<file path="config.mk">
export PLATFORM = sky130hd
export DESIGN_NAME = telnet_receive_filter_core
export DESIGN_NICKNAME = d
export VERILOG_FILES = /design/src/hw/rtl/tlnrf_pkg.sv /design/src/hw/rtl/tlnrf_parser.sv /design/src/hw/rtl/telnet_receive_filter_core.sv
export SDC_FILE = /design/constraint.sdc
export NUM_CORES = 1
export LEC_CHECK = 0
export BUFFER_PORTS_ARGS = -buffer_cell sky130_fd_sc_hd__buf_2
export CAP_MARGIN = 5
export CORE_MARGIN = 2
export CORE_UTILIZATION = 60
export DETAILED_ROUTE_END_ITERATION = 10
export PLACE_DENSITY_LB_ADDON = 0.15
export SETUP_SLACK_MARGIN = 0.15
export SYNTH_ARGS = -nofsm -noshare
export SYNTH_HDL_FRONTEND = slang
export SYNTH_SLANG_ARGS = --single-unit
</file>
<file path="constraint.sdc">
create_clock -name clk -period 3.5 [get_ports clk]
set_input_delay 0.875 -clock clk [delete_from_list [all_inputs] [get_ports clk]]
set_output_delay 0.875 -clock clk [all_outputs]
set_load 0.02 [all_outputs]
</file>
<file path="src/hw/rtl/tlnrf_pkg.sv">
// Package for the TELNET receive filter: command codes, parser state type,
// reply policy function and the parser result struct. No dependencies.
package tlnrf_pkg;

    // TELNET command bytes
    localparam logic [7:0] T_IAC  = 8'd255;
    localparam logic [7:0] T_DONT = 8'd254;
    localparam logic [7:0] T_DO   = 8'd253;
    localparam logic [7:0] T_WONT = 8'd252;
    localparam logic [7:0] T_WILL = 8'd251;
    localparam logic [7:0] T_SB   = 8'd250;
    localparam logic [7:0] T_SE   = 8'd240;

    // Option codes with a non-default policy
    localparam logic [7:0] OPT_BINARY = 8'd0;
    localparam logic [7:0] OPT_ECHO   = 8'd1;
    localparam logic [7:0] OPT_SGA    = 8'd3;

    // Received verb, stored as (verb - WILL)
    localparam logic [1:0] VERB_WILL = 2'd0;
    localparam logic [1:0] VERB_WONT = 2'd1;
    localparam logic [1:0] VERB_DO   = 2'd2;
    localparam logic [1:0] VERB_DONT = 2'd3;

    // Result count codes per input byte
    localparam logic [1:0] RES_NONE  = 2'd0;
    localparam logic [1:0] RES_ONE   = 2'd1;
    localparam logic [1:0] RES_THREE = 2'd3;

    // Output queue geometry
    localparam int QDEPTH = 4;
    localparam int QAW    = $clog2(QDEPTH);
    localparam int QCW    = $clog2(QDEPTH + 1);

    typedef enum logic [2:0] {
        PS_DATA   = 3'd0,
        PS_IAC    = 3'd1,
        PS_OPTION = 3'd2,
        PS_SUB    = 3'd3,
        PS_SUBIAC = 3'd4
    } parse_state_t;

    // Results caused by one input byte
    typedef struct packed {
        logic [1:0] count;      // RES_NONE, RES_ONE or RES_THREE
        logic       to_network; // replies go toward the network
        logic [7:0] b0;
        logic [7:0] b1;
        logic [7:0] b2;
    } parse_res_t;

    // Negotiation policy: answer to a received verb for an option
    function automatic logic [7:0] choose_reply(input logic [1:0] verb,
                                                input logic [7:0] opt);
        logic [7:0] reply;
        reply = T_WONT;
        case (opt) inside
            OPT_BINARY:
            begin
                case (verb)
                    VERB_WILL: reply = T_DO;
                    VERB_WONT: reply = T_DONT;
                    VERB_DO:   reply = T_WILL;
                    default:   reply = T_WONT;
                endcase
            end
            OPT_ECHO, OPT_SGA:
            begin
                if (verb == VERB_WILL)
                    reply = T_DO;
                else if (verb == VERB_DO && opt == OPT_SGA)
                    reply = T_WILL;
                else if (verb == VERB_WONT)
                    reply = T_DONT;
                else
                    reply = T_WONT;
            end
            default:
            begin
                reply = (verb == VERB_WILL || verb == VERB_WONT) ? T_DONT : T_WONT;
            end
        endcase
        return reply;
    endfunction

endpackage

</file>
<file path="src/hw/rtl/tlnrf_parser.sv">
// TELNET command parser: state machine over received bytes that yields
// zero, one or three result bytes per step. Depends on tlnrf_pkg.
module tlnrf_parser (
    input  logic                   clk,
    input  logic                   rst_n,
    input  logic                   step,     // consume rx_byte this cycle
    input  logic [7:0]             rx_byte,
    output tlnrf_pkg::parse_res_t  res
);
    import tlnrf_pkg::*;

    parse_state_t state_reg, state_next;
    logic [1:0]   verb_reg, verb_next;

    // Next state and pending verb
    always_comb
    begin
        state_next = state_reg;
        verb_next  = verb_reg;
        case (state_reg)
            PS_DATA:
            begin
                if (rx_byte == T_IAC)
                    state_next = PS_IAC;
            end
            PS_IAC:
            begin
                case (rx_byte) inside
                    T_IAC: state_next = PS_DATA;
                    [T_WILL:T_DONT]:
                    begin
                        verb_next  = 2'(rx_byte - T_WILL);
                        state_next = PS_OPTION;
                    end
                    T_SB:    state_next = PS_SUB;
                    default: state_next = PS_DATA;
                endcase
            end
            PS_OPTION:
            begin
                state_next = PS_DATA;
                verb_next  = VERB_WILL;
            end
            PS_SUB:
            begin
                if (rx_byte == T_IAC)
                    state_next = PS_SUBIAC;
            end
            PS_SUBIAC:
            begin
                state_next = (rx_byte == T_SE) ? PS_DATA : PS_SUB;
            end
            default: state_next = PS_DATA;
        endcase
    end

    // Result bytes for the current byte
    always_comb
    begin
        res.count      = RES_NONE;
        res.to_network = 1'b0;
        res.b0         = rx_byte;
        res.b1         = choose_reply(verb_reg, rx_byte);
        res.b2         = rx_byte;
        case (state_reg)
            PS_DATA:
            begin
                if (rx_byte != T_IAC)
                    res.count = RES_ONE;
            end
            PS_IAC:
            begin
                if (rx_byte == T_IAC)
                    res.count = RES_ONE;
            end
            PS_OPTION:
            begin
                res.count      = RES_THREE;
                res.to_network = 1'b1;
                res.b0         = T_IAC;
            end
            default: res.count = RES_NONE;
        endcase
    end

    // Advance only on a consumed byte
    always_ff @(posedge clk or negedge rst_n)
    begin
        if (!rst_n)
        begin
            state_reg <= PS_DATA;
            verb_reg  <= VERB_WILL;
        end
        else if (step)
        begin
            state_reg <= state_next;
            verb_reg  <= verb_next;
        end
    end

endmodule

</file>
<file path="src/hw/rtl/telnet_receive_filter_core.sv">
// Top level of the TELNET receive filter: input register, parser and a
// small output queue. Depends on tlnrf_pkg and tlnrf_parser.
//
//  Channel   Dir  Beat holds                          Accepted when
//  s_axis    in   tdata[7:0] rx_byte                  s_axis_tvalid & s_axis_tready
//  m_axis    out  tdata[7:0] out_byte, tuser[0]       m_axis_tvalid & m_axis_tready
//                 to_network, tlast last
//
// One byte is taken per cycle while the queue has room; a byte passes from the
// input register through the combinational parser into the output queue. A
// negotiation reply puts three beats in the queue. The input register moves on
// only when the queue has room for three beats after this cycle's output beat.
// Reset clears the parser state, the input valid and the queue.
module telnet_receive_filter_core (
    input  logic       clk,
    input  logic       rst_n,
    input  logic       s_axis_tvalid,
    output logic       s_axis_tready,
    input  logic [7:0] s_axis_tdata,   // [7:0] rx_byte
    output logic       m_axis_tvalid,
    input  logic       m_axis_tready,
    output logic [7:0] m_axis_tdata,   // [7:0] out_byte
    output logic [0:0] m_axis_tuser,   // [0] to_network
    output logic       m_axis_tlast
);
    import tlnrf_pkg::*;

    typedef struct packed {
        logic       to_network;
        logic       last;
        logic [7:0] data;
    } qent_t;

    logic             in_valid_reg;
    logic [7:0]       in_byte_reg;
    logic             advance;
    logic             pop;
    logic [QCW-1:0]   count_reg, count_next, count_after_pop;
    logic [QAW-1:0]   head_reg, tail_reg;
    logic [QCW-1:0]   push_n;
    parse_res_t       res;
    qent_t            queue_reg [QDEPTH];

    tlnrf_parser u_parser (
        .clk     (clk),
        .rst_n   (rst_n),
        .step    (advance),
        .rx_byte (in_byte_reg),
        .res     (res)
    );

    // Handshake and queue room
    assign pop             = m_axis_tvalid && m_axis_tready;
    assign count_after_pop = count_reg - QCW'(pop);
    assign advance         = in_valid_reg && (count_after_pop <= QCW'(QDEPTH - 3));
    assign s_axis_tready   = !in_valid_reg || advance;
    assign push_n          = advance ? QCW'(res.count) : '0;
    assign count_next      = count_after_pop + push_n;

    // Hold the accepted beat until the parser consumes it
    always_ff @(posedge clk or negedge rst_n)
    begin
        if (!rst_n)
            in_valid_reg <= 1'b0;
        else if (s_axis_tready)
            in_valid_reg <= s_axis_tvalid;
    end

    always_ff @(posedge clk)
    begin
        if (s_axis_tready && s_axis_tvalid)
            in_byte_reg <= s_axis_tdata;
    end

    // Queue pointers and fill count
    always_ff @(posedge clk or negedge rst_n)
    begin
        if (!rst_n)
        begin
            count_reg <= '0;
            head_reg  <= '0;
            tail_reg  <= '0;
        end
        else
        begin
            count_reg <= count_next;
            if (pop)
                head_reg <= head_reg + QAW'(1);
            tail_reg <= tail_reg + QAW'(push_n);
        end
    end

    // Write up to three result beats at the tail
    always_ff @(posedge clk)
    begin
        if (advance)
        begin
            if (res.count == RES_ONE)
            begin
                queue_reg[tail_reg] <= '{to_network: res.to_network, last: 1'b1,
                                         data: res.b0};
            end
            else if (res.count == RES_THREE)
            begin
                queue_reg[tail_reg] <= '{to_network: res.to_network, last: 1'b0,
                                         data: res.b0};
                queue_reg[tail_reg + QAW'(1)] <= '{to_network: res.to_network,
                                                   last: 1'b0, data: res.b1};
                queue_reg[tail_reg + QAW'(2)] <= '{to_network: res.to_network,
                                                   last: 1'b1, data: res.b2};
            end
        end
    end

    // Present the head beat
    assign m_axis_tvalid   = (count_reg != '0);
    assign m_axis_tdata    = queue_reg[head_reg].data;
    assign m_axis_tuser[0] = queue_reg[head_reg].to_network;
    assign m_axis_tlast    = queue_reg[head_reg].last;

endmodule
</file>
# Word-level counts from Yosys, hierarchy flattened
# Memories as Yosys holds them, arrays and structs flattened.
# Cells that the tools add are included.
# word_totals
memories,1
ramBits,40
regBits,21
in_bits,12
word_cells,83
# op_classes
bitwise,1
n_reduce_logical,16
order_cmp,3
add_sub_neg,7
muxes,30
n_eq_ne,18
# mem_list
name,words,word_bits,rd,rd_clocked_by_memory_dff,write_ports,line,source
queue_reg,4,10,1,0,3,telnet_receive_filter_core.sv:42,qent_t queue_reg [QDEPTH];
# op_table
cell,count
$mux 8,4
$eq 8x8->1 const B,3
$mux 2,7
$mux 3,4
$pmux 3 s4,1
$mux 10,1
$mux 1,9
$mux 9,1
$pmux 3 s3,1
$eq 8x1->1 const B,1
$eq 8x2->1 const B,1
$ge 8x8->1 const B,1
$le 8x8->1 const B,1
$logic_not 8->1,1
$ne 8x8->1 const B,1
$eq 3x2->1 const B,2
$ne 2x1->1 const B,3
$pmux 2 s3,1
$logic_and 1x1->1,5
$add 2x1->2 const B,2
$eq 2x1->1 const B,2
$eq 2x2->1 const B,2
$pmux 2 s2,1
$reduce_and 4->1,1
other kinds (18),19

# Depth between registers and ports, before layout
# logic_depth
depth_word,9
depth_mapped,11
ltp_nobuf,11

# Hierarchy
# Synthesis repeated with hierarchy kept, for this count alone.
# hier_totals
hier_cells,372
hier_area_um2,3892.5
# by_module_without_submodules
module,cells_per_inst,seq_area_each_um2,n_inst,area_each_um2
telnet_receive_filter_core,269,1601.5,1,3094.2
tlnrf_parser,103,125.1,1,798.3

# Worst setup path before layout
# OpenSTA, ideal clock, no wires.
# synth_path
kind,register -> register
from,register count_reg[2]
to,register count_reg[2]
setup_time_ns,0.140
arrival_ns,3.139
slack_ns,0.221
synth_period_minus_slack_ns,3.279
required_time_ns,3.360
stages_incl_launch_ff,12
path_cell_list,dfrtp_1 > or3_1 > and2_1 > ha_1 > ha_1 > xnor2_4 > nand3_4 > a211oi_2 > ha_1 > inv_1 > fa_1 > xor2_1
# synth_via
elab_chain_cells,7
# synth_rtl
element,line,source
from (decl),telnet_receive_filter_core.sv:38,"logic [QCW-1:0] count_reg, count_next, count_after_pop;"
from (signal assigned),telnet_receive_filter_core.sv:86,count_reg <= count_next;
$reduce_bool 3->1 (*),telnet_receive_filter_core.sv:116,assign m_axis_tvalid = (count_reg != '0);
via m_axis_tvalid,telnet_receive_filter_core.sv:20,"output logic m_axis_tvalid,"
$logic_and 1x1->1 (*),telnet_receive_filter_core.sv:53,assign pop = m_axis_tvalid && m_axis_tready;
via pop,telnet_receive_filter_core.sv:37,logic pop;
$sub 3x1->3 (*),telnet_receive_filter_core.sv:54,assign count_after_pop = count_reg - QCW'(pop);
$le 3x1->1,telnet_receive_filter_core.sv:55,assign advance = in_valid_reg && (count_after_pop <= QCW'(QDEPTH - 3));
$logic_and 1x1->1,telnet_receive_filter_core.sv:55,
$mux 2,telnet_receive_filter_core.sv:57,assign push_n = advance ? QCW'(res.count) : '0;
$add 3x2->3 (*),telnet_receive_filter_core.sv:58,assign count_next = count_after_pop + push_n;
via count_next[2],telnet_receive_filter_core.sv:38,
# The timed path passes the listed nets; every way through them passes the cells marked *.
# A chain may end at the register's enable or synchronous reset.

# Worst setup path after layout
# layout_path
from,register count_reg[2]
to,output port s_axis_tready
# layout_via
elab_chain_cells,6
# layout_rtl
element,line,source
$reduce_bool 3->1,telnet_receive_filter_core.sv:116,
$logic_and 1x1->1,telnet_receive_filter_core.sv:53,
via pop,telnet_receive_filter_core.sv:37,
$sub 3x1->3,telnet_receive_filter_core.sv:54,
$le 3x1->1,telnet_receive_filter_core.sv:55,
$logic_and 1x1->1,telnet_receive_filter_core.sv:55,
$logic_or 1x1->1,telnet_receive_filter_core.sv:56,assign s_axis_tready = !in_valid_reg || advance;
to (decl),telnet_receive_filter_core.sv:18,"output logic s_axis_tready,"
# The timed path passes the listed nets, and every way through them passes these cells.

==> metrics.cfg <==
[setup_path]
critPathBufInv = 1
critPathKind = flop to output port
cp-end-kind = output port
cp_max_fo = 3
required_ps = 2620
startpoint = count_reg[2]$_DFF_PN0_
arrival_ps = 2350
start_kind = flop
crit_cells = 8
cp_top_family = simple AND/OR/NAND/NOR gates
crit_path_top_delay_cell = dfrtp_2
rr_worst_depth = 10
rr_startpoint = count_reg[2]$_DFF_PN0_
slowest_delay_ps = 440
crit_chain = or3_1 > and2_4 > ha_1 > ha_4 > xnor2_4 > nand2_1 > nand2_1 > buf_4
crit_path_frequent_cell = nand2_1

[timing]
fmax_ghz = 0.310
rsz0062_at_grt = false
hold_viol = 0
tightestPinTransition_ps = 716
finalSetupViolCount = 0
min_period_ps = 3220
tns_ps = 0
fin_skew_ps = 9.81
setup_ws_ps = 276
slew_headroom = 0.523
period_share = 0.921
drv_slew = 0

[logic_synthesis]
yosysTopAreaCell = edfxtp_1
netlist.area_leader.share = 0.397
synth_area_leaders = edfxtp_1, dfrtp_1, mux4_2
synthArstFlopShare = 0.213
yosysMostFrequentCell = edfxtp_1
synth_flop_cell = edfxtp_1
synth_common_cells = edfxtp_1, nand2_1, nor2_1, dfrtp_1, ha_1
synth-edff-count = 44
ys_ff_latch = 61
ys.warnings.count = 0
syn-instance-count = 266
postSynthAreaPerCell_um2 = 12.5
synth_cell_types = 63
syn_area_mm2 = 0.00333
seq_area_frac_synth = 0.519
syn-num-nets = 292

[grt]
grt_remaining_overflow = 0
track_usage = 0.236
grt_max_degree = 15
antenna_found_initial = 0
grt_pass1_vias = 2086
grt_first_pass_wirelength_um = 10800

[power]
ir_drop_v = 0.000412
powerDensity_mw_per_mm2 = 829
leakage_nw = 1.45

[clocking]
cts_buffers = 9
cts.sinks = 61
clockBufferDepth = 2
clockRootBuffer = clkbuf_8
clkTransAtPathRegs_ps = 70
cts_hold_buf = 0
cts_tree = built
clk_latency_ps = 340
htreeDepth = 3

[die]
io_pins = 24
dieWidth_um = 78.5
die_h_um = 78.5
core-area_mm2 = 0.00544
die-area_mm2 = 0.00616
initial_core_util = 0.612
num_rows = 27

[final_layout]
fin_cells = 372
insertedDiodeCount = 0
layout-drive-gt1-share = 0.293
nFillCells = 386
fin_util = 0.683
syn_to_final_growth_pct = 11.6
fin_nets = 321
design_area_mm2 = 0.00372
largest_reg_flops = 40

[route]
routed_wl_um = 6560
ant_nets = 0
routed-via-count = 2208
dr.pass1.iters = 5
drtIter0Drc = 233
routedWlPerCell_um = 17.6
drc = 0
viasPerCell = 5.94

[status]
status = complete, no violations

[placement]
pre_cts_slack_ps = 109
place_congestion = 0.924
dpl.hpwl_um = 4810
io_buffers = 23
placed_cells = 354
dpl_cell_area_mm2 = 0.00352

[job]
max-cap-violations = 0

[hold_path]
hold_path.class = input port to asynchronous set/reset pin

report_power, final:
group,internal (mW),switching (mW),total (mW)
registers,1.03,0.247,1.27
clock network,0.252,0.262,0.514
logic,0.585,0.707,1.29
layer usage:
layer / vias to the layer above / part of all wire / global-route usage
met5: - / 0 / 0
met4: 0 / 0.013 / 0.0947
met3: 10 / 0.054 / 0.0356
met2: 82 / 0.49 / 0.367
met1: 1064 / 0.45 / 0.335
li1: 1052 / - / -
cells by family after synthesis:
kind of cell,synth area share
xor+xnor,0.0214
simple gates,0.166
mux,0.0808
buf+inv,0.0316
compound gates,0.126
flops,0.519
fa+ha+maj,0.0549
metrics by stage:
step                      hold slack, ps  total power [mW]
after floorplan                      454              2.16
after global placement               488              2.49
after detailed placement             494              2.52
after CTS                            425              3.06
after global routing                 440              3.27
final                                416              3.08
worst register-to-register path: stages, from the launching register on:
cell	delay [ps]
dfrtp_2	440
or3_1	390
and2_4	190
ha_1	230
ha_4	180
xnor2_4	210
nand3_4	170
nor2_4	230
inv_2	100
nor2_1	200
o22a_1	450
final timing paths:
path,to,slack (ps)
max in group asynchronous,count_reg[2]$_DFF_PN0_,2830
min in group clk,queue_reg[2][8]$_SDFFE_PP1P_,510
max reg2reg,queue_reg[1][0]$_DFFE_PP_,360
min,in_valid_reg$_DFFE_PN0N_,420
max,s_axis_tready,280
min reg2reg,queue_reg[2][8]$_SDFFE_PP1P_,510
what timing repair did:
| action | CTS | global route |
|---|---|---|
| pin swaps | 1 | 1 |
| endpoints found under the setup margin | 1 | 10 |
| gates cloned | 0 | 0 |
| gates resized for setup | 2 | 3 |
| setup buffers | 0 | 2 |
layout make-up:
cell class,count,area [um2],share of cell area
Clock buffer,11,131,0.0354
Clock inverter,5,27.5,0.00741
Inverter,13,48.8,0.0131
Multi-Input combinational cell,179,1510,0.407
Sequential cell,61,1730,0.465
Tap cell,72,90.1,0.0242
Timing Repair Buffer,31,178,0.0478
layout by cell type, fill, tap and decap left out, drive strengths merged, types with 5 or more instances in the layout:
cell / n
and2: 5
edfxtp: 44
nor2: 19
a31oi: 7
a211oi: 5
or2: 16
a21oi: 7
nand2: 19
inv: 13
dfrtp: 13
nand2b: 9
clkbuf: 11
ha: 13
nor2b: 5
buf: 31
mux4: 10
(Power assumes the default switching activity.)
